--- src/arm_pkg.sv ---
// Package for the address region map table.
// Holds the stored entry type, the compare result type and the status codes.
// Used by arm_cmp, arm_store and address_region_map_table.
package arm_pkg;

  localparam logic [1:0] ST_OK     = 2'd0;
  localparam logic [1:0] ST_FULL   = 2'd1;
  localparam logic [1:0] ST_BADLEN = 2'd2;

  localparam logic [4:0] RESERVED_KIND = 5'd16;
  localparam logic [2:0] RIGHTS_NONE   = 3'd0;

  localparam logic OP_MAP    = 1'b0;
  localparam logic OP_LOOKUP = 1'b1;

  typedef struct packed {
    logic [63:0] base;
    logic [63:0] length;
    logic [63:0] end_addr;
    logic [4:0]  kind;
    logic [2:0]  rights;
  } entry_t;

  typedef struct packed {
    logic disjoint;
    logic covered;
    logic contains;
    logic left_part;
    logic hit;
  } cls_t;

endpackage

--- src/arm_cmp.sv ---
// Shared compare unit of the address region map table.
// Classifies one stored region against the new region and the probe address.
// Depends on arm_pkg.
module arm_cmp (
  input  arm_pkg::entry_t entry,
  input  logic [63:0]     new_base,
  input  logic [63:0]     new_end,
  input  logic [63:0]     probe,
  output arm_pkg::cls_t   cls,
  output logic [63:0]     left_len,
  output logic [63:0]     right_len
);
  import arm_pkg::*;

  always_comb begin
    cls.disjoint  = (entry.end_addr < new_base) || (entry.base > new_end);
    cls.covered   = (entry.base >= new_base) && (entry.end_addr <= new_end);
    cls.contains  = (entry.base < new_base) && (entry.end_addr > new_end);
    cls.left_part = entry.base < new_base;
    cls.hit       = (probe >= entry.base) && (probe <= entry.end_addr);
    left_len      = new_base - entry.base;
    right_len     = entry.end_addr - new_end;
  end

endmodule

--- config.mk ---
export PLATFORM = sky130hd
export DESIGN_NAME = arm_cmp
export DESIGN_NICKNAME = d
export VERILOG_FILES = /design/src/arm_pkg.sv /design/src/arm_cmp.sv
export SDC_FILE = /design/constraint.sdc
export NUM_CORES = 1
export LEC_CHECK = 0
export ABC_AREA = 1
export BUFFER_PORTS_ARGS = -buffer_cell sky130_fd_sc_hd__buf_4
export CAP_MARGIN = 20
export CORE_AREA = 2 2 203 205
export DETAILED_ROUTE_END_ITERATION = 10
export DIE_AREA = 0 0 205 207
export GPL_ROUTABILITY_DRIVEN = 0
export MAX_ROUTING_LAYER = met4
export PLACE_DENSITY_LB_ADDON = 0.3
export SYNTH_ARGS = -nofsm -noshare
export SYNTH_HDL_FRONTEND = slang
export SYNTH_SLANG_ARGS = --single-unit
--- constraint.sdc ---
create_clock -name vclk -period 5.7
set_input_delay 1.14 -clock vclk [all_inputs]
set_output_delay 1.14 -clock vclk [all_outputs]
set_load 0.005 [all_outputs]
After elaboration in Yosys (flattened, before gate mapping)

Cells that the tools add are included.

Output and inout bits: 133
Word-level logic and storage cells: 14
Register bits: 0
Input port bits: 392

$add $sub $neg: 2
Reductions and logical operators: 4
Magnitude comparators: 8

Operator list:

| cell                               | number |
|---|---|
| 64-bit greater-or-equal comparator | 2 |
| 64-bit > comparator                | 2 |
| 64-bit less-or-equal comparator    | 2 |
| 64-bit < comparator                | 2 |
| 64-bit subtractor                  | 2 |
| 1-bit logical AND                  | 3 |
| 1-bit logical OR                   | 1 |

Depth between registers and ports, before layout

Gate-level depths: netlist (run 1).

Depth in word-level cells: 2
Mapped depth: 17
Mapped depth without buffers: 17

Worst setup path after synthesis (run 1)

Ideal clock, no wire load.

Path kind: input to output
Start: in entry[8] (netlist name)
End: out right_len[36]
Cell stages on the path: 15
Path buffers: 0
Data required time: 4.560 ns
Arrival time: 2.724 ns
Slack: 1.836 ns
Path through: inv_1 > ha_1 > fa_1 > inv_1 > nand3_1 > nand2_1 > nand2_1 > nand2_1 > nand2_1 > nand2_1 > nand2_1 > nand2_1 > nand2_1 > nand2_1 > xor2_1

Longest elaborated chain between the ends: 1

Ends and longest elaborated chain:

| item              | RTL line      | RTL |
|---|---|---|
| start, declared   | arm_cmp.sv:5  | `input arm_pkg::entry_t entry,` |
| 64-bit subtractor | arm_cmp.sv:22 | `right_len = entry.end_addr - new_end;` |
| end, declared     | arm_cmp.sv:11 | `output logic [63:0] right_len` |

Every way passes these cells.

Final worst setup path (run 1)

Start: in entry[8] (netlist name)
End: out right_len[60]

The elaborated chain is that of the path after synthesis.

==> results by group, run 1 <==
Outcome
  • Status: complete, no violations

Finish
  • Fill cells: 4457
  • Layout Area Growth over Synthesis: 23.7%
  • FFs & Latches: 0
  • Register Area: 0 sq um
  • Final instance area: 0.0213 sq mm
  • Commonest cells after routing, fill and taps aside: nand2_1, inv_1, buf_4, ha_1, nor2_1
  • Layout cells sized above 1: 13.6%
  • Most common cell after layout, fill and taps aside: nand2_1
  • Number of clock buffers in the layout: 0
  • Final non-filler cell total: 4294
  • Multi-input gate area: 0.0143 sq mm
  • Layout Nets: 4531

Synth
  • Post-Syn Instances: 3299
  • Yosys warning total: 0
  • Cell area after synthesis: 0.0172 sq mm
  • Largest area contributor in the netlist: ha_1
  • Mux cell area share after synthesis: 0%
  • Synth Area in XOR/XNOR: 3.51%
  • Synth cell types: 29
  • Sequential share of the synthesized area: 0%
  • Mean Syn Cell Area: 5.22 sq um
  • Yosys top cell area share: 27.8%
  • Main combinational cell family by area after synthesis: simple AND/OR/NAND/NOR gates
  • Synth Area in Compound Gates: 13.2%
  • Post-Synth Adder-Cell Area: 28.0%
  • Synth top area cells: ha_1, nand2_1, inv_1, a21oi_1, nor2_1
  • Post-synthesis simple-gate area fraction: 38.4%
  • Synth Net Count: 4076

Floorplanning
  • DIE HEIGHT: 207 microns
  • Num rows: 74
  • Ports: 525
  • Die area: 0.0424 sq mm
  • Core area: 0.0404 sq mm
  • Die Width: 205 microns
  • Initial Util: 42.7%

Setup path
  • CP Class: primary input to output port
  • WP data arrival: 3.48 ns
  • CP Launch Type: primary input
  • Critical Path Sink Type: output port
  • Critical path peak fanout: 3
  • Worst EP required: 4.56 ns

Pwr
  • Switching portion of total power: 59.0%
  • Pwr dens: 103 mW/mm^2
  • Part of the power in the clock network: 0%
  • P_sw: 1.29 mW
  • Internal power: 900 uW
  • Peak supply drop: 72.5 uV
  • Logic pwr share: 100.0%
  • Share of power burned in registers: 0%
  • Total power: 2.19 mW
  • Leak: 13.5 nW

Detailed routing
  • Residual DRC: 0
  • Routed wire length: 75000 microns
  • DR pass1 iterations: 7
  • Post-detailed-route count of antenna-violating nets: 0
  • Via count: 21700
  • Detailed Route Iter0 Violations: 1787
  • Wire per inst: 17.5 microns
  • DR vias/cell: 5.05

Timing
  • Final worst slack: 1.08 ns
  • Tightest Pin Transition: 0.775 ns
  • Fmax: 217 MHz
  • Max-slew violation count: 0
  • Relative slew slack: 47.8%
  • Period utilization: 81.0%
  • Fin. Hold Viols: 0
  • RSZ-0062 raised after global routing: false
  • Post-route minimum period: 4.62 ns
  • Setup violators final: 0
  • Setup TNS Final: 0 ns

Place
  • Post-DP HPWL: 69300 microns
  • Pre-CTS setup slack: 1.16 ns
  • IO buf count: 453
  • Placed Cells: 4284
  • Dpl cell area: 0.0213 sq mm

GRT
  • GRT Util Overall: 34.7%
  • GRT Residual Overflow: 0
  • Largest net degree at the start of global routing: 7
  • First-pass GRT wire length: 110000 microns
  • Vias in the first global route: 19800
  • Initial antenna violation count: 10

Worst hold path
  • Worst hold path class: primary input to output port

Run
  • # Max-Cap Violations: 0

Clocking
  • Resized cells post-CTS: 0
  • Hold-fix buffers, CTS: 0
  • Setup Fix Bufs, Post-CTS: 0
-- logic make-up (layout without fill, tap and decap cells) --
| kind of cell | count (synthesis) | in the layout |
|---|---|---|
| compound gates | 427 | 427 |
| xor+xnor | 69 | 69 |
| fa+ha+maj | 385 | 385 |
| buf+inv | 775 | 1228 |
| other cells | 0 | 10 |
| simple gates | 1643 | 1643 |
-- power by group through the flow --
stage,clock [mW],sequential (mW),combinational (mW)
after global routing,0.000000235,0,2.42
after detailed placement,0,0,2.16
final,0.000000236,0,2.19
after global placement,0,0,2.14
after CTS,0,0,2.17
after floorplan,0,0,1.20
-- synthesized netlist by cell type --
cell         n
nor4_1       7
nor3_2       3
a21o_1      13
nand2_2     27
inv_1      769
xnor2_1      2
nand3b_1     1
nor2b_1      1
o21a_1      15
nor3_1      35
nor2_1     296
xor2_1      67
o21bai_1    21
o21ai_2      2
nand4_1     25
inv_2        4
nand2_1   1120
a21oi_1    281
nor2_2      16
clkinv_1     2
nor3_4       1
nor4_2       4
a31oi_1      1
o21ai_0     94
and2_1       3
fa_1         2
nand3_1    102
nor2_4       2
ha_1       383
-- metrics by stage --
step                      hold WS, ns  util (%)
after floorplan                  2.43         -
after global placement           2.70      52.8
after detailed placement         2.70      52.8
after CTS                        2.70      52.8
after global routing             2.74      52.8
final                            2.70      52.8
-- final cells by class --
| type | instances | area share, % |
|---|---|---|
| Inverter | 775 | 13.6 |
| Multi-Input combinational cell | 2524 | 67.2 |
| Timing Repair Buffer | 453 | 15.9 |
| Antenna cell | 10 | 0.117 |
| Tap cell | 532 | 3.12 |
-- path summary, 6_finish.rpt --
path,slack (ns),cells past startpoint,end,startpoint
max,1.08,18,right_len[60],entry[8]
min,2.70,4,right_len[0],new_end[0]
-- routing by layer --
metal  vias to the layer above  wire, microns  track usage (%)  share of wire (%)
li1                      11100              -                -                  -
met1                      9279          29600             40.3                 39
met2                      1085          34000             58.4                 45
met3                       182           7460             5.82                9.9
met4                         0           3980             15.4                5.3
met5                         -              0                -                  0
-- critical path, stage by stage --
cell     delay [ns]
buf_4          0.09
inv_1          0.07
ha_1           0.24
fa_1           0.41
inv_1          0.07
nand3_1        0.06
nand2_1        0.15
nand2_1        0.07
nand2_1        0.17
nand2_1        0.08
nand2_1        0.12
nand3_1        0.09
nand2_1        0.26
nand2_1        0.18
nand2_1        0.09
nand2_1        0.05
nand2_1        0.05
buf_4          0.10
Power figures use the tool's default switching activity.
==> run 2: changes to the inputs <==
Settings changed: CORE_AREA 2 2 203 205 to 2 2 206 208, DIE_AREA 0 0 205 207 to 0 0 208 210.
Clock period 5.7 ns to 4 ns, I/O delays scaled along.
==> run 2 against run 1 <==
- cell count rose by 0.44%
- first-iteration DRC count rose by 9.0%
- wire length rose by 2.2%
- die area rose by 2.9%
- core utilization fell by 1.1 points
- via count rose by 0.48%
- critical path type unchanged
==> results by group, run 2 (same netlist as run 1, synthesis figures left out) <==
Clocking
  • Setup Fix Bufs, Post-CTS: 0
  • Resized cells post-CTS: 0
  • Hold-fix buffers, CTS: 0

Finish
  • Layout cells sized above 1: 14.1%
  • Commonest cells after routing, fill and taps aside: nand2_1, inv_1, buf_4, ha_1, nor2_1
  • Number of clock buffers in the layout: 0
  • Final core occ: 51.7%
  • FFs & Latches: 0
  • Final non-filler cell total: 4313
  • Layout Nets: 4544
  • Layout Area Growth over Synthesis: 24.4%
  • Most common cell after layout, fill and taps aside: nand2_1
  • Register Area: 0 sq um

Timing
  • RSZ-0062 raised after global routing: false
  • Relative slew slack: 65.5%
  • Setup violators final: 0
  • Post-route minimum period: 3.79 ns
  • Setup TNS Final: 0 ns
  • Fmax: 264 MHz
  • Period utilization: 94.8%
  • Tightest Pin Transition: 0.513 ns
  • Max-slew violation count: 0
  • Fin. Hold Viols: 0

Setup path
  • Critical path peak fanout: 3
  • CP Launch Type: primary input
  • Slowest CP cell: fa_1
  • CP most frequent cell: nand2_1
  • Worst EP required: 3.20 ns
  • Critical Path Sink Type: output port
  • Crit-path cells: buf_4 -> inv_1 -> ha_1 -> fa_1 -> inv_1 -> nand3_1 -> nand2_2 -> nand2_1 -> nand2_1 -> nand2_1 -> nand2_2 -> nand2_1 -> nand2_2 -> nand2_1 -> nand2_1 -> xor2_1 -> buf_4
  • WP data arrival: 2.99 ns
  • Largest stage delay on the critical path: 0.41 ns
  • CP Class: primary input to output port

Detailed routing
  • Post-detailed-route count of antenna-violating nets: 0
  • Detailed Route Iter0 Violations: 1947
  • Routed wire length: 76600 microns
  • DR pass1 iterations: 6
  • DR vias/cell: 5.05
  • Residual DRC: 0
  • Wire per inst: 17.8 microns
  • Via count: 21800

Floorplanning
  • Initial Util: 41.6%
  • Die area: 0.0437 sq mm
  • Die Width: 208 microns
  • Num rows: 75
  • DIE HEIGHT: 210 microns
  • Core area: 0.0415 sq mm
  • Ports: 525

Place
  • Placed Cells: 4304
  • Post-DP HPWL: 70900 microns
  • IO buf count: 453

Run
  • # Max-Cap Violations: 0

GRT
  • GRT Residual Overflow: 0
  • Initial antenna violation count: 8
  • GRT Util Overall: 34.6%
  • First-pass GRT wire length: 113000 microns
  • Largest net degree at the start of global routing: 7
  • Vias in the first global route: 19800

Worst hold path
  • Worst hold path class: primary input to output port

Pwr
  • Leak: 13.6 nW
  • Peak supply drop: 85.2 uV
  • Pwr dens: 147 mW/mm^2

Outcome
  • Status: complete, no violations
-- run 2: changes by cell type in the layout (fill, tap and decap cells not counted), sizes merged --
cell	before	now
buf	453	466
diode	10	9
-- run 2: worst paths after layout --
path | start | end | cells after the start
worst max-delay path | entry[8] | right_len[48] | 17
worst min-delay path | new_end[1] | right_len[1] | 4
-- run 2: critical path, delay by kind of cell --
family                   cells  cell delay, ns
AND/OR/NAND/NOR             10            0.90
adder cells (fa/ha/maj)      2            0.66
buffers and inverters        4            0.41
XOR/XNOR                     1            0.19
-- run 2: where the power goes --
part           leakage [nW]  internal [mW]  switching, mW   total [mW]
combinational          13.6           1.30           1.86         3.15
clock             0.0000570    0.000000302              0  0.000000302
sequential                0              0              0            0
total                  13.6           1.30           1.86         3.15
-- run 2: cell type report --
class	count	area [sq um]
fill	4658	20000
multi-input combinational	2524	14300
timing repair buffer	466	3500
inverter	775	2910
tap	539	674
antenna	9	22.5
-- run 2: metrics by stage --
step	hold WS (ns)	power, mW	instance area [sq um]	worst slack, ns
floorplan	1.75	1.71	17200	0.816
global placement	2.00	3.08	21400	0.154
detailed placement	2.02	3.10	21400	0.145
CTS	2.02	3.12	21400	0.137
global route	2.05	3.49	21400	0.00323
finish	2.02	3.15	21400	0.209
-- run 2: routing by layer --
| metal | vias to the layer above | track usage (%) | share of wire [%] |
|---|---|---|---|
| li1 | 11200 | - | - |
| met1 | 9380 | 41.0 | 40 |
| met2 | 1066 | 58.4 | 45 |
| met3 | 184 | 4.31 | 8.9 |
| met4 | 0 | 16.1 | 5.7 |
| met5 | - | - | 0 |
==> run 3: changes to the inputs <==
--- a/config.mk
+++ b/config.mk
@@ -14,2 +14,3 @@
 export GPL_ROUTABILITY_DRIVEN = 0
+export GPL_TIMING_DRIVEN = 1
 export MAX_ROUTING_LAYER = met4
==> constraint.sdc (replaced) <==
create_clock -name vclk -period 4
set_input_delay 0 -clock vclk [all_inputs]
set_output_delay 0 -clock vclk [all_outputs]
set_load 0.005 [all_outputs]
==> run 3 against run 2 <==
- wire length down 0.25%
- sequential share of layout area unchanged
- die area unchanged
- largest cell class unchanged
- critical path type unchanged
- maximum frequency up 62%
- count of clock-buffer cells in the layout unchanged
- power down 0.80%
==> results by group, run 3 (same netlist as run 1, synthesis figures left out) <==
Pwr
  • Pwr dens: 147 mW/mm^2
  • Leak: 13.5 nW
  • Peak supply drop: 74.7 uV
  • Total power: 3.13 mW

Run
  • # Max-Cap Violations: 0

Setup path
  • Critical path peak fanout: 3
  • Slowest CP cell: fa_1
  • Sum of buffers and inverters on the critical path: 4
  • CP most frequent cell: nand2_1
  • Largest stage delay on the critical path: 0.42 ns
  • Worst EP required: 4.00 ns
  • Crit-path cells: buf_4 -> inv_1 -> ha_1 -> fa_1 -> inv_1 -> nand3_1 -> nand2_1 -> nand2_1 -> nand2_1 -> nand2_1 -> nand2_1 -> nand3_1 -> nand2_1 -> nand2_1 -> nand3_1 -> nand2_1 -> buf_4
  • CP Launch Type: primary input
  • Critical Path Sink Type: output port
  • WP data arrival: 2.34 ns
  • CP Class: primary input to output port
  • CP top delay family: simple AND/OR/NAND/NOR gates

Outcome
  • Status: complete, no violations

Finish
  • Register Area: 0 sq um
  • FFs & Latches: 0
  • Layout Area Growth over Synthesis: 23.8%
  • Layout Nets: 4531
  • Number of clock buffers in the layout: 0
  • Fill cells: 4601
  • Most common cell after layout, fill and taps aside: nand2_1
  • Commonest cells after routing, fill and taps aside: nand2_1, inv_1, buf_4, ha_1, nor2_1
  • Final non-filler cell total: 4301
  • Layout cells sized above 1: 13.6%

GRT
  • Initial antenna violation count: 9
  • GRT Residual Overflow: 0
  • Vias in the first global route: 19700
  • Largest net degree at the start of global routing: 7
  • First-pass GRT wire length: 112000 microns
  • GRT Util Overall: 34.5%

Place
  • IO buf count: 453
  • Post-DP HPWL: 70800 microns
  • Pre-CTS setup slack: 1.74 ns
  • Placed Cells: 4291

Timing
  • Tightest Pin Transition: 0.860 ns
  • Final worst slack: 1.66 ns
  • Fin. Hold Viols: 0
  • Setup violators final: 0
  • Max-slew violation count: 0
  • Relative slew slack: 42.2%
  • Fmax: 428 MHz
  • Post-route minimum period: 2.34 ns
  • Setup TNS Final: 0 ns
  • Period utilization: 58.4%
  • RSZ-0062 raised after global routing: false

Detailed routing
  • Max Used Layer: met4
  • Residual DRC: 0
  • Post-detailed-route count of antenna-violating nets: 0
  • WL met3: 7060 microns
  • DR pass1 iterations: 6
  • Via count: 21800
  • Wire per inst: 17.8 microns
  • Routed wire length: 76500 microns
  • DR vias/cell: 5.07
  • Detailed Route Iter0 Violations: 1996
  • Routed met2 length: 34400 microns
  • M1 WL: 30500 microns

Worst hold path
  • Worst hold path class: primary input to output port
  • Worst Hold Path EP: right_len[1]
  • WHS Path Cells: 4
  • Worst Min Path Start: new_end[1]

Floorplanning
  • Num rows: 75
  • DIE HEIGHT: 210 microns
  • Ports: 525
  • Die area: 0.0437 sq mm
  • Initial Util: 41.6%
  • Die Width: 208 microns
  • Core area: 0.0415 sq mm

Clocking
  • Resized cells post-CTS: 0
  • Setup Fix Bufs, Post-CTS: 0
  • Hold-fix buffers, CTS: 0
run 3: report_power, final:
part / internal, mW / switching [mW]
sequential: 0 / 0
clock: 0.000000335 / 0
combinational: 1.28 / 1.85
run 3: area by class of cell:
type | count | area [sq um] | share of cell area (%)
multi-input cells | 2524 | 14300 | 67.1
repair buffers | 453 | 3400 | 15.9
inverters | 775 | 2910 | 13.6
well taps | 539 | 674 | 3.16
diodes | 10 | 25.0 | 0.117
run 3: metal layers:
| metal | vias to the layer above | GRT usage, % |
|---|---|---|
| met5 | - | - |
| met4 | 0 | 17.3 |
| met3 | 207 | 4.34 |
| met2 | 1123 | 57.6 |
| met1 | 9328 | 41.0 |
| li1 | 11200 | - |
run 3: how the worst max path moves through the flow:
stage / start / endpoint / slack [ns] / depth (start not counted)
global route: entry[8] / right_len[58] / 1.51 / 18
finish: entry[8] / right_len[58] / 1.66 / 17
global placement: entry[8] / right_len[62] / 1.75 / 18
detailed placement: entry[8] / right_len[62] / 1.74 / 18
floorplan: entry[8] / right_len[36] / 2.42 / 15
CTS: entry[8] / right_len[62] / 1.73 / 18
run 3: metrics by stage:
| stage | instance area (sq um) | utilization (%) | hold WS (ns) |
|---|---|---|---|
| after floorplan | 17200 | - | 0.155 |
| after global placement | 21300 | 51.4 | 0.407 |
| after detailed placement | 21300 | 51.4 | 0.411 |
| after CTS | 21300 | 51.4 | 0.411 |
| after global routing | 21300 | 51.4 | 0.453 |
| final | 21300 | 51.4 | 0.410 |
